--- src/rtl/boxcar_decimator_iq_and_real_unit_assert.svh ---
// assertion macros for the boxcar decimator
`ifndef BOXCAR_DECIMATOR_IQ_AND_REAL_UNIT_ASSERT_SVH
`define BOXCAR_DECIMATOR_IQ_AND_REAL_UNIT_ASSERT_SVH

`ifndef NO_ASSERTIONS

// same-cycle implication, checked out of reset
`define BDR_ASSERT_NOW(label, ante, cons) \
    label: assert property (@(posedge aclk) disable iff (!aresetn) (ante) |-> (cons)) \
        else $error("%m: check failed");

// next-cycle implication, checked out of reset
`define BDR_ASSERT_NEXT(label, ante, cons) \
    label: assert property (@(posedge aclk) disable iff (!aresetn) (ante) |=> (cons)) \
        else $error("%m: check failed");

`else

`define BDR_ASSERT_NOW(label, ante, cons)
`define BDR_ASSERT_NEXT(label, ante, cons)

`endif

`endif

--- src/rtl/bdr_pkg.sv ---
// shared constants and types of the boxcar decimator
`default_nettype none

package bdr_pkg;

    localparam int SAMPLE_WIDTH   = 16;
    localparam int SUM_WIDTH      = 27;
    localparam int PHASE_WIDTH    = 21;
    localparam int DECIM_WIDTH    = 11;
    localparam int IRATE_WIDTH    = 20;
    localparam int ORATE_WIDTH    = 16;
    localparam int CFG_DATA_WIDTH = 20;
    localparam int CFG_ADDR_WIDTH = 2;
    localparam int CNT_WIDTH      = $clog2(SUM_WIDTH);

    localparam logic [DECIM_WIDTH-1:0] DECIM_RESET = DECIM_WIDTH'(4);
    localparam logic [IRATE_WIDTH-1:0] IRATE_RESET = IRATE_WIDTH'(230000);
    localparam logic [ORATE_WIDTH-1:0] ORATE_RESET = ORATE_WIDTH'(22050);

    typedef enum logic [2:0] {
        ST_IDLE,
        ST_ACC,
        ST_DIV1,
        ST_DIV2,
        ST_PUT
    } state_t;

    typedef enum logic [CFG_ADDR_WIDTH-1:0] {
        REG_MODE,
        REG_DECIM,
        REG_IRATE,
        REG_ORATE
    } reg_index_t;

endpackage

`default_nettype wire

--- src/rtl/boxcar_decimator_iq_and_real_unit.sv ---
// boxcar integrate-and-dump decimator, complex and real modes
//
// input words arrive on s_valid/s_ready, results leave on m_valid/m_ready.
// mode 0 sums decim_factor i/q pairs and dumps both sums, low bits only.
// mode 1 sums real samples and steps a phase by output_rate; when the phase
// reaches input_rate the sum is divided by input_rate/output_rate and dumped.
// a word is taken in one cycle and worked on in the next; a word that makes
// no result sends the sequencer back to idle after accumulating, a mode 0
// dump after the put state. a mode 1 dump runs one shared restoring divider
// twice, 20 steps for the rate quotient, then 27 steps for the sum. s_ready
// is high only while the sequencer is idle. the result sits in an output
// register, so the next word is taken while a result waits; a stalled
// receiver holds a finished result in the sequencer until the output
// register frees up. reset clears sums, phase, output valid and loads the
// default registers. the user must write the configuration through
// cfg_wr_en/cfg_addr/cfg_wdata only while idle; the block never checks.
`default_nettype none

`include "boxcar_decimator_iq_and_real_unit_assert.svh"

module boxcar_decimator_iq_and_real_unit (
    input  wire logic                                        aclk,
    input  wire logic                                        aresetn,
    input  wire logic                                        cfg_wr_en,
    input  wire logic [bdr_pkg::CFG_ADDR_WIDTH-1:0]          cfg_addr,
    input  wire logic [bdr_pkg::CFG_DATA_WIDTH-1:0]          cfg_wdata,
    input  wire logic                                        s_valid,
    output logic                                             s_ready,
    input  wire logic signed [bdr_pkg::SAMPLE_WIDTH-1:0]     s_sample_i,
    input  wire logic signed [bdr_pkg::SAMPLE_WIDTH-1:0]     s_sample_q,
    input  wire logic                                        s_end_of_buffer,
    output logic                                             m_valid,
    input  wire logic                                        m_ready,
    output logic signed [bdr_pkg::SAMPLE_WIDTH-1:0]          m_out_i,
    output logic signed [bdr_pkg::SAMPLE_WIDTH-1:0]          m_out_q
);

    localparam int SW = bdr_pkg::SAMPLE_WIDTH;
    localparam int XW = bdr_pkg::SUM_WIDTH;
    localparam int PW = bdr_pkg::PHASE_WIDTH;
    localparam int DW = bdr_pkg::DECIM_WIDTH;
    localparam int IW = bdr_pkg::IRATE_WIDTH;
    localparam int OW = bdr_pkg::ORATE_WIDTH;
    localparam int CW = bdr_pkg::CNT_WIDTH;

    bdr_pkg::state_t state_reg, state_next;

    logic          mode_reg, mode_next;
    logic [DW-1:0] decim_reg, decim_next;
    logic [IW-1:0] irate_reg, irate_next;
    logic [OW-1:0] orate_reg, orate_next;

    logic [XW-1:0] sum_i_reg, sum_i_next;
    logic [XW-1:0] sum_q_reg, sum_q_next;
    logic [PW-1:0] phase_reg, phase_next;

    logic [SW-1:0] smp_i_reg, smp_i_next;
    logic [SW-1:0] smp_q_reg, smp_q_next;
    logic [XW-1:0] acc_reg, acc_next;
    logic [XW-1:0] dvd_reg, dvd_next;
    logic [IW-1:0] rem_reg, rem_next;
    logic [IW-1:0] dsr_reg, dsr_next;
    logic [CW-1:0] cnt_reg, cnt_next;
    logic [SW-1:0] res_i_reg, res_i_next;
    logic [SW-1:0] res_q_reg, res_q_next;

    logic          m_valid_reg, m_valid_next;
    logic [SW-1:0] out_i_reg, out_i_next;
    logic [SW-1:0] out_q_reg, out_q_next;

    // extended samples and accumulator updates
    logic [XW-1:0] ext_i, ext_q, sum_i_add, sum_q_add;
    logic [PW-1:0] phase_inc, phase_add;
    logic [IW+1:0] trial;
    logic          ge;
    logic [IW-1:0] rem_step;
    logic [XW-1:0] dvd_step;
    logic [IW-1:0] rate_quot;
    logic [SW-1:0] mag_low;
    logic          put_fire;

    assign ext_i     = {{(XW-SW){smp_i_reg[SW-1]}}, smp_i_reg};
    assign ext_q     = {{(XW-SW){smp_q_reg[SW-1]}}, smp_q_reg};
    assign sum_i_add = sum_i_reg + ext_i;
    assign sum_q_add = sum_q_reg + ext_q;
    assign phase_inc = phase_reg + PW'(1);
    assign phase_add = phase_reg + {{(PW-OW){1'b0}}, orate_reg};

    // one restoring division step
    assign trial    = {1'b0, rem_reg, dvd_reg[XW-1]} - {2'b00, dsr_reg};
    assign ge       = ~trial[IW+1];
    assign rem_step = ge ? trial[IW-1:0] : {rem_reg[IW-2:0], dvd_reg[XW-1]};
    assign dvd_step = {dvd_reg[XW-2:0], ge};
    assign rate_quot = dvd_step[IW-1:0];
    assign mag_low   = dvd_step[SW-1:0];

    assign put_fire = (state_reg == bdr_pkg::ST_PUT) && (!m_valid_reg || m_ready);

    always_ff @(posedge aclk) begin
        if (!aresetn) begin
            state_reg   <= bdr_pkg::ST_IDLE;
            mode_reg    <= 1'b0;
            decim_reg   <= bdr_pkg::DECIM_RESET;
            irate_reg   <= bdr_pkg::IRATE_RESET;
            orate_reg   <= bdr_pkg::ORATE_RESET;
            sum_i_reg   <= '0;
            sum_q_reg   <= '0;
            phase_reg   <= '0;
            m_valid_reg <= 1'b0;
        end else begin
            state_reg   <= state_next;
            mode_reg    <= mode_next;
            decim_reg   <= decim_next;
            irate_reg   <= irate_next;
            orate_reg   <= orate_next;
            sum_i_reg   <= sum_i_next;
            sum_q_reg   <= sum_q_next;
            phase_reg   <= phase_next;
            m_valid_reg <= m_valid_next;
        end
    end

    always_ff @(posedge aclk) begin
        smp_i_reg <= smp_i_next;
        smp_q_reg <= smp_q_next;
        acc_reg   <= acc_next;
        dvd_reg   <= dvd_next;
        rem_reg   <= rem_next;
        dsr_reg   <= dsr_next;
        cnt_reg   <= cnt_next;
        res_i_reg <= res_i_next;
        res_q_reg <= res_q_next;
        out_i_reg <= out_i_next;
        out_q_reg <= out_q_next;
    end

    always_comb begin
        state_next   = state_reg;
        mode_next    = mode_reg;
        decim_next   = decim_reg;
        irate_next   = irate_reg;
        orate_next   = orate_reg;
        sum_i_next   = sum_i_reg;
        sum_q_next   = sum_q_reg;
        phase_next   = phase_reg;
        smp_i_next   = smp_i_reg;
        smp_q_next   = smp_q_reg;
        acc_next     = acc_reg;
        dvd_next     = dvd_reg;
        rem_next     = rem_reg;
        dsr_next     = dsr_reg;
        cnt_next     = cnt_reg;
        res_i_next   = res_i_reg;
        res_q_next   = res_q_reg;
        out_i_next   = out_i_reg;
        out_q_next   = out_q_reg;
        m_valid_next = m_valid_reg;
        s_ready      = 1'b0;

        if (m_valid_reg && m_ready) begin
            m_valid_next = 1'b0;
        end

        if (cfg_wr_en) begin
            case (bdr_pkg::reg_index_t'(cfg_addr))
                bdr_pkg::REG_MODE:  mode_next  = cfg_wdata[0];
                bdr_pkg::REG_DECIM: decim_next = cfg_wdata[DW-1:0];
                bdr_pkg::REG_IRATE: irate_next = cfg_wdata[IW-1:0];
                bdr_pkg::REG_ORATE: orate_next = cfg_wdata[OW-1:0];
                default: ;
            endcase
        end

        case (state_reg)
            bdr_pkg::ST_IDLE: begin
                s_ready = 1'b1;
                if (s_valid) begin
                    smp_i_next = s_sample_i;
                    smp_q_next = s_sample_q;
                    state_next = bdr_pkg::ST_ACC;
                end
            end
            bdr_pkg::ST_ACC: begin
                if (!mode_reg) begin
                    if (phase_inc < {{(PW-DW){1'b0}}, decim_reg}) begin
                        sum_i_next = sum_i_add;
                        sum_q_next = sum_q_add;
                        phase_next = phase_inc;
                        state_next = bdr_pkg::ST_IDLE;
                    end else begin
                        res_i_next = sum_i_add[SW-1:0];
                        res_q_next = sum_q_add[SW-1:0];
                        sum_i_next = '0;
                        sum_q_next = '0;
                        phase_next = '0;
                        state_next = bdr_pkg::ST_PUT;
                    end
                end else begin
                    if (phase_add < {{(PW-IW){1'b0}}, irate_reg}) begin
                        sum_i_next = sum_i_add;
                        phase_next = phase_add;
                        state_next = bdr_pkg::ST_IDLE;
                    end else begin
                        acc_next   = sum_i_add;
                        sum_i_next = '0;
                        phase_next = phase_add - {{(PW-IW){1'b0}}, irate_reg};
                        dvd_next   = {irate_reg, {(XW-IW){1'b0}}};
                        rem_next   = '0;
                        dsr_next   = {{(IW-OW){1'b0}}, orate_reg};
                        cnt_next   = CW'(IW - 1);
                        state_next = bdr_pkg::ST_DIV1;
                    end
                end
            end
            bdr_pkg::ST_DIV1: begin
                dvd_next = dvd_step;
                rem_next = rem_step;
                cnt_next = cnt_reg - CW'(1);
                if (cnt_reg == '0) begin
                    // zero rate or zero quotient divides by one
                    if (orate_reg == '0 || rate_quot == '0) begin
                        dsr_next = IW'(1);
                    end else begin
                        dsr_next = rate_quot;
                    end
                    dvd_next   = acc_reg[XW-1] ? (~acc_reg + XW'(1)) : acc_reg;
                    rem_next   = '0;
                    cnt_next   = CW'(XW - 1);
                    state_next = bdr_pkg::ST_DIV2;
                end
            end
            bdr_pkg::ST_DIV2: begin
                dvd_next = dvd_step;
                rem_next = rem_step;
                cnt_next = cnt_reg - CW'(1);
                if (cnt_reg == '0) begin
                    res_i_next = acc_reg[XW-1] ? (~mag_low + SW'(1)) : mag_low;
                    res_q_next = '0;
                    state_next = bdr_pkg::ST_PUT;
                end
            end
            bdr_pkg::ST_PUT: begin
                if (put_fire) begin
                    out_i_next   = res_i_reg;
                    out_q_next   = res_q_reg;
                    m_valid_next = 1'b1;
                    state_next   = bdr_pkg::ST_IDLE;
                end
            end
            default: begin
                state_next = bdr_pkg::ST_IDLE;
            end
        endcase
    end

    assign m_valid = m_valid_reg;
    assign m_out_i = out_i_reg;
    assign m_out_q = out_q_reg;

    `BDR_ASSERT_NEXT(a_accept_to_acc, s_valid && s_ready, state_reg == bdr_pkg::ST_ACC)
    `BDR_ASSERT_NOW(a_div_nonzero, state_reg == bdr_pkg::ST_DIV2, dsr_reg != '0)
    `BDR_ASSERT_NOW(a_div_count, state_reg == bdr_pkg::ST_DIV1, cnt_reg < CW'(IW))
    `BDR_ASSERT_NEXT(a_put_loads, put_fire, m_valid && state_reg == bdr_pkg::ST_IDLE)

endmodule

`default_nettype wire
--- config.mk ---
export PLATFORM = sky130hd
export DESIGN_NAME = boxcar_decimator_iq_and_real_unit
export DESIGN_NICKNAME = d
export VERILOG_FILES = /design/src/rtl/bdr_pkg.sv /design/src/rtl/boxcar_decimator_iq_and_real_unit.sv
export VERILOG_INCLUDE_DIRS = /design/src /design/src/rtl
export SDC_FILE = /design/constraint.sdc
export NUM_CORES = 1
export LEC_CHECK = 0
export BUFFER_PORTS_ARGS = -buffer_cell sky130_fd_sc_hd__buf_2
export CAP_MARGIN = 30
export CORE_MARGIN = 2
export CORE_UTILIZATION = 41
export DETAILED_ROUTE_END_ITERATION = 8
export PLACE_DENSITY = 0.63
export REMOVE_ABC_BUFFERS = 1
export SYNTH_ARGS = -nofsm -noshare
export SYNTH_HDL_FRONTEND = slang
export SYNTH_SLANG_ARGS = --single-unit
export TNS_END_PERCENT = 1
--- constraint.sdc ---
create_clock -name aclk -period 6.1 [get_ports aclk]
set_input_delay 1.22 -clock aclk [delete_from_list [all_inputs] [get_ports aclk]]
set_output_delay 1.22 -clock aclk [all_outputs]
set_load 0.05 [all_outputs]
Yosys cells after proc, flatten, opt, wreduce, memory -nomap -nowiden
Cells that the tools add are included.
{"block": "op_classes", "n_addsub": 9, "magnitude_cmp": 2, "n_eq_ne": 15, "mux": 47, "bitwise": 5, "n_reduce_logical": 25}
{"operator": "2-to-1 mux 27 bit", "count": 8}
{"operator": "2-to-1 mux 20 bit", "count": 8}
{"operator": "2-to-1 mux 16 bit", "count": 7}
{"operator": "case mux 27 bit (3 select lines)", "count": 1}
{"operator": "case mux 16 bit (2 select lines)", "count": 2}
{"operator": "2-to-1 mux 21 bit", "count": 3}
{"operator": "case mux 20 bit (3 select lines)", "count": 1}
{"operator": "adder 27 bit", "count": 2}
{"operator": "case mux 20 bit (2 select lines)", "count": 1}
{"operator": "adder 27 x 1 -> 27 bit, second input constant", "count": 1}
{"operator": "NOT 27 bit", "count": 1}
{"operator": "subtractor 21 x 20 -> 22 bit", "count": 1}
{"operator": "adder 21 x 1 -> 21 bit, second input constant", "count": 1}
{"operator": "adder 21 x 16 -> 21 bit", "count": 1}
{"operator": "less-than comparator 21 x 11 -> 1 bit", "count": 1}
{"operator": "less-than comparator 21 x 20 -> 1 bit", "count": 1}
{"operator": "subtractor 21 x 20 -> 21 bit", "count": 1}
{"operator": "zero test 20 bit", "count": 1}
{"operator": "2-to-1 mux 3 bit", "count": 6}
{"operator": "adder 16 x 1 -> 16 bit, second input constant", "count": 1}
{"operator": "zero test 16 bit", "count": 1}
{"operator": "!= test 2 bit, second input constant", "count": 8}
{"operator": "NOT 16 bit", "count": 1}
{"operator": "2-to-1 mux 5 bit", "count": 3}
{"operator": "other kinds (22)", "count": 41}
{"block": "word_totals", "reg_bits": 322, "input_bits": 60, "output_inout_bits": 34, "word_cells": 123}

Logic depth before layout (Yosys ltp)
{"block": "logic_depth", "depth_word": 7, "mapped_depth": 23}

Worst setup path before layout
Ideal clock, no wire load.
{"block": "synth_timing", "kind": "flip-flop to flip-flop", "startpoint": "reg phase_reg[0]", "endpoint": "reg cnt_reg[0], enable pin", "arrival_ns": 4.745, "required_time_ns": 5.689, "setup_slack_ns": 0.944, "stages_incl_launch_ff": 20, "n_path_buf": 0, "period_less_slack_ns": 5.156, "cell_sequence": "dfxtp_1 ha_1 inv_1 fa_1 nor2b_1 o31a_1 o221a_1 a311o_1 a31oi_1 o21ai_0 ha_1 nand3_1 or2_2 a21boi_0 o21ai_0 a31oi_1 inv_1 nand3_1 nand3_1 nand2_1"}
{"block": "synth_via", "elab_chain_len": 4}
{"item": "start, declared", "line": "boxcar_decimator_iq_and_real_unit.sv:55", "source": "logic [PW-1:0] phase_reg, phase_next;"}
{"item": "start signal, assigned", "line": "boxcar_decimator_iq_and_real_unit.sv:118", "source": "phase_reg <= phase_next;"}
{"item": "adder 21 x 16 -> 21 bit", "line": "boxcar_decimator_iq_and_real_unit.sv:87", "source": "assign phase_add = phase_reg + {{(PW-OW){1'b0}}, orate_reg};"}
{"item": "less-than comparator 21 x 20 -> 1 bit", "line": "boxcar_decimator_iq_and_real_unit.sv:199", "source": "if (phase_add < {{(PW-IW){1'b0}}, irate_reg}) begin"}
{"item": "!= test 2 bit (no line)"}
{"item": "AND reduction 3 bit (no line)"}
{"item": "end signal, assigned", "line": "boxcar_decimator_iq_and_real_unit.sv:130", "source": "cnt_reg <= cnt_next;"}
{"item": "end, declared", "line": "boxcar_decimator_iq_and_real_unit.sv:63", "source": "logic [CW-1:0] cnt_reg, cnt_next;"}
No other way between the ends.
A chain may end at the register's enable or synchronous reset.

Final worst setup path
{"block": "layout_timing", "startpoint": "reg phase_reg[0]", "endpoint": "reg phase_reg[1]"}
{"block": "layout_via", "elab_chain_len": 4}
{"item": "adder 21 x 16 -> 21 bit / adder 21 x 1 -> 21 bit (equally long branches)", "line": "boxcar_decimator_iq_and_real_unit.sv:87, boxcar_decimator_iq_and_real_unit.sv:86"}
{"item": "subtractor 21 x 20 -> 21 bit (tied with other cells)", "line": "boxcar_decimator_iq_and_real_unit.sv:206", "source": "phase_next = phase_add - {{(PW-IW){1'b0}}, irate_reg};"}
{"item": "2-to-1 mux 21 bit (on tied branches)", "line": "boxcar_decimator_iq_and_real_unit.sv:199, boxcar_decimator_iq_and_real_unit.sv:185"}
{"item": "2-to-1 mux 21 bit *", "line": "boxcar_decimator_iq_and_real_unit.sv:184", "source": "if (!mode_reg) begin"}
Every way passes the cells marked *; elsewhere a longest branch is shown, timed or not.

==> impl_metrics.py <==
metrics = {
    "place": {
        "gp_congestion": 0.9302,
        "dp_hpwl_mm": 33.29,
        "port_buffers": 92,
    },
    "critical_path": {
        "path_buf_inv": 2,
        "critical_path_class": "reg2reg",
        "worst_setup_path_start_kind": "flop",
        "endpoint_kind": "flop",
        "crit_required_ns": 6.54,
        "cp_top_family": "compound AO/OA/AOI/OAI gates",
        "critPathMaxFanout": 15,
        "cpPeakStageDelay_ns": 0.67,
        "worstPathCellList": "ha_1, inv_1, fa_1, nor2b_1, o31a_1, o221a_1, a311o_1, a31oi_1, o21ai_0, ha_1, a21o_1, a21oi_1, a21boi_0, o21ai_0, a31oi_1, inv_1, nand3_1, nor2_2, a222oi_1, a21oi_1",
        "arrival_ns": 5.70,
        "crit_slowest_cell": "nor2_2",
        "r2r_setup_slack_ns": 0.84,
    },
    "logic_synthesis": {
        "seq_area_frac_synth": 0.4665,
        "async_flop_share": 0,
        "syn_area_mm2": 0.01753,
        "synth_flop_cell": "edfxtp_1",
        "synth_edf_count": 195,
        "yosys.area.top_type_share": 0.3340,
        "synthTopCellsByArea": "edfxtp_1, dfxtp_1, ha_1, nand2_1, a21oi_1",
        "syn_inst": 1813,
        "avgSynthCellArea_um2": 9.670,
        "synth_warnings": 0,
        "synth_cell_types": 73,
        "yosysTopAreaCell": "edfxtp_1",
        "ys_seq_elements": 311,
    },
    "cells_and_area": {
        "fillCellCount": 4000,
        "drive_gt1_frac": 0.09984,
        "area_growth_syn_to_layout_pct": 12.45,
        "nets": 2064,
        "antenna-diode-count": 0,
    },
    "route": {
        "drtIter0Drc": 1144,
        "drt.antenna.violating_nets": 0,
        "drt_wl_total_mm": 45.90,
        "first_pass_iters": 5,
        "wire_per_inst_um": 18.72,
        "vias_per_cell": 5.654,
        "vias": 13864,
        "drc_errors": 0,
    },
    "global_routing": {
        "antenna_found_initial": 0,
        "grt_max_degree": 54,
        "grtUsageTotal": 0.2057,
        "grt_pass1_vias": 13264,
        "grt_first_pass_wirelength_mm": 72.31,
        "grt.overflow.total": 0,
    },
    "clocking": {
        "clkTransAtPathRegs_ns": 0.06,
        "cts_root_buf": "clkbuf_16",
        "clk_latency_ns": 0.54,
        "holdBufCountCts": 0,
        "clkSinkCount": 311,
        "ctsLongestPathBuffers": 3,
        "cts_resized": 0,
        "cts_max_level": 2,
        "cts_setup_buffers": 0,
        "cts_buffers": 35,
        "cts_tree": "yes",
    },
    "sta": {
        "min_period_ns": 5.260,
        "setup_tns_ns": 0,
        "hold_violations": 0,
        "setup_viol": 0,
        "slew_viol_final": 0,
        "grt_setup_unrepaired": "no",
        "maxSlewHeadroom": 0.3558,
        "tightestPinTransition_ns": 0.9640,
        "fmax_mhz": 190.1,
        "clock_skew_ns": 0.02342,
        "finalCritPeriodShare": 0.8622,
    },
    "floorplanning": {
        "io_pins": 94,
        "fp.dieH_um": 210.8,
        "num_rows": 75,
        "die_w_um": 210.8,
        "start_util": 0.4170,
        "design.die.area_mm2": 0.04443,
        "coreArea_mm2": 0.04204,
    },
    "pwr": {
        "vdd.ir_drop.worst_mv": 0.2303,
        "p_total_mw": 4.988,
        "p_per_area_mw_per_mm2": 253.0,
        "leakagePower_nw": 7.765,
    },
    "run_status": {
        "status": "finished clean",
    },
    "job": {
        "drv_cap": 0,
    },
    "worst_hold_path": {
        "hp-class": "reg2reg",
    },
}
## stage by stage
stage | util | std cells | hold slack, ns | setup WS, ns | area [um2]
2_1_floorplan | - | 1739 | 0.4003 | 0.6899 | 17240
5_1_grt | 0.4689 | 2452 | 0.4231 | 0.4438 | 19710
3_5_place_dp | 0.4422 | 2390 | 0.4045 | 0.9588 | 18590
6_report | 0.4689 | 2452 | 0.4185 | 0.8403 | 19710
3_3_place_gp | 0.4416 | 2389 | 0.4052 | 0.9859 | 18560
4_1_cts | 0.4689 | 2452 | 0.4194 | 0.9328 | 19710
## placed cells by master (no fill, tap or decap), types with 34 or more instances in the layout
cell type    n
nand3_1     59
clkbuf_16   35
xnor2_1     66
nand2_1    211
o21ai_0     90
inv_1       93
ha_1       111
nor2_1     139
buf_2       92
a22oi_1     34
dfxtp_1    116
edfxtp_1   195
a21oi_1    139
xor2_1      65
## power breakdown
part	switching [mW]	internal, mW	total [mW]
registers	0.0392	2.30	2.34
logic	0.335	0.214	0.549
clock network	0.866	1.23	2.10
## Yosys cell counts (all sizes together), types with 5 or more instances
cell and number:
nand2 213, edfxtp 195, nor2 142, a21oi 140, dfxtp 116, ha 111
inv 95, o21ai 93, xnor2 66, xor2 65, nand3 59, clkbuf 58
a22oi 34, nor3 33, a21o 30, or3 22, o211ai 21, o21a 21
mux2i 18, nor2b 18, a22o 17, nand2b 17, o31ai 17, buf 16
and2 15, a211oi 13, a31oi 12, and3 12, nor4 11, o221ai 11
or2 11, a21boi 10, o41ai 9, a211o 8, nand4 8, o21bai 6
fa 5, nand3b 5, o2111ai 5
## kinds of logic (layout without fill, tap and decap cells)
group | count (synthesis) | count (layout) | synth area share
AND/OR/NAND/NOR | 582 | 582 | 0.1542
XOR/XNOR | 131 | 131 | 0.06544
adder cells (fa/ha/maj) | 116 | 116 | 0.08493
multiplexers | 18 | 18 | 0.01028
flip-flops | 311 | 311 | 0.4665
AO/OA/AOI/OAI | 486 | 486 | 0.1820
buffers and inverters | 169 | 269 | 0.03675
## cell type report
type	instances	area, um2	area share
tap	539	674.4	0.03421
multi-input combinational	1333	8740	0.4433
timing repair buffer	112	643.1	0.03262
sequential	311	8178	0.4148
inverter	95	356.6	0.01809
clock buffer	48	954.7	0.04843
clock inverter	14	167.7	0.008505
## per-layer routing
layer  up-vias  track usage  wire length (um)
li1       6767            -                 -
met1      6610       0.2905             21490
met2       409       0.3253             20410
met3        78      0.03271              2742
met4         0      0.06289              1261
met5         -            0                 0
## final timing paths
check	endpoint	from	cells past startpoint
hold / removal	m_out_i[9]	res_i_reg[9]	0
hold reg to reg	m_out_i[9]	res_i_reg[9]	0
setup reg to reg	phase_reg[1]	phase_reg[0]	20
setup / recovery	phase_reg[1]	phase_reg[0]	20
Note: power is estimated with default switching activity, not from simulation.
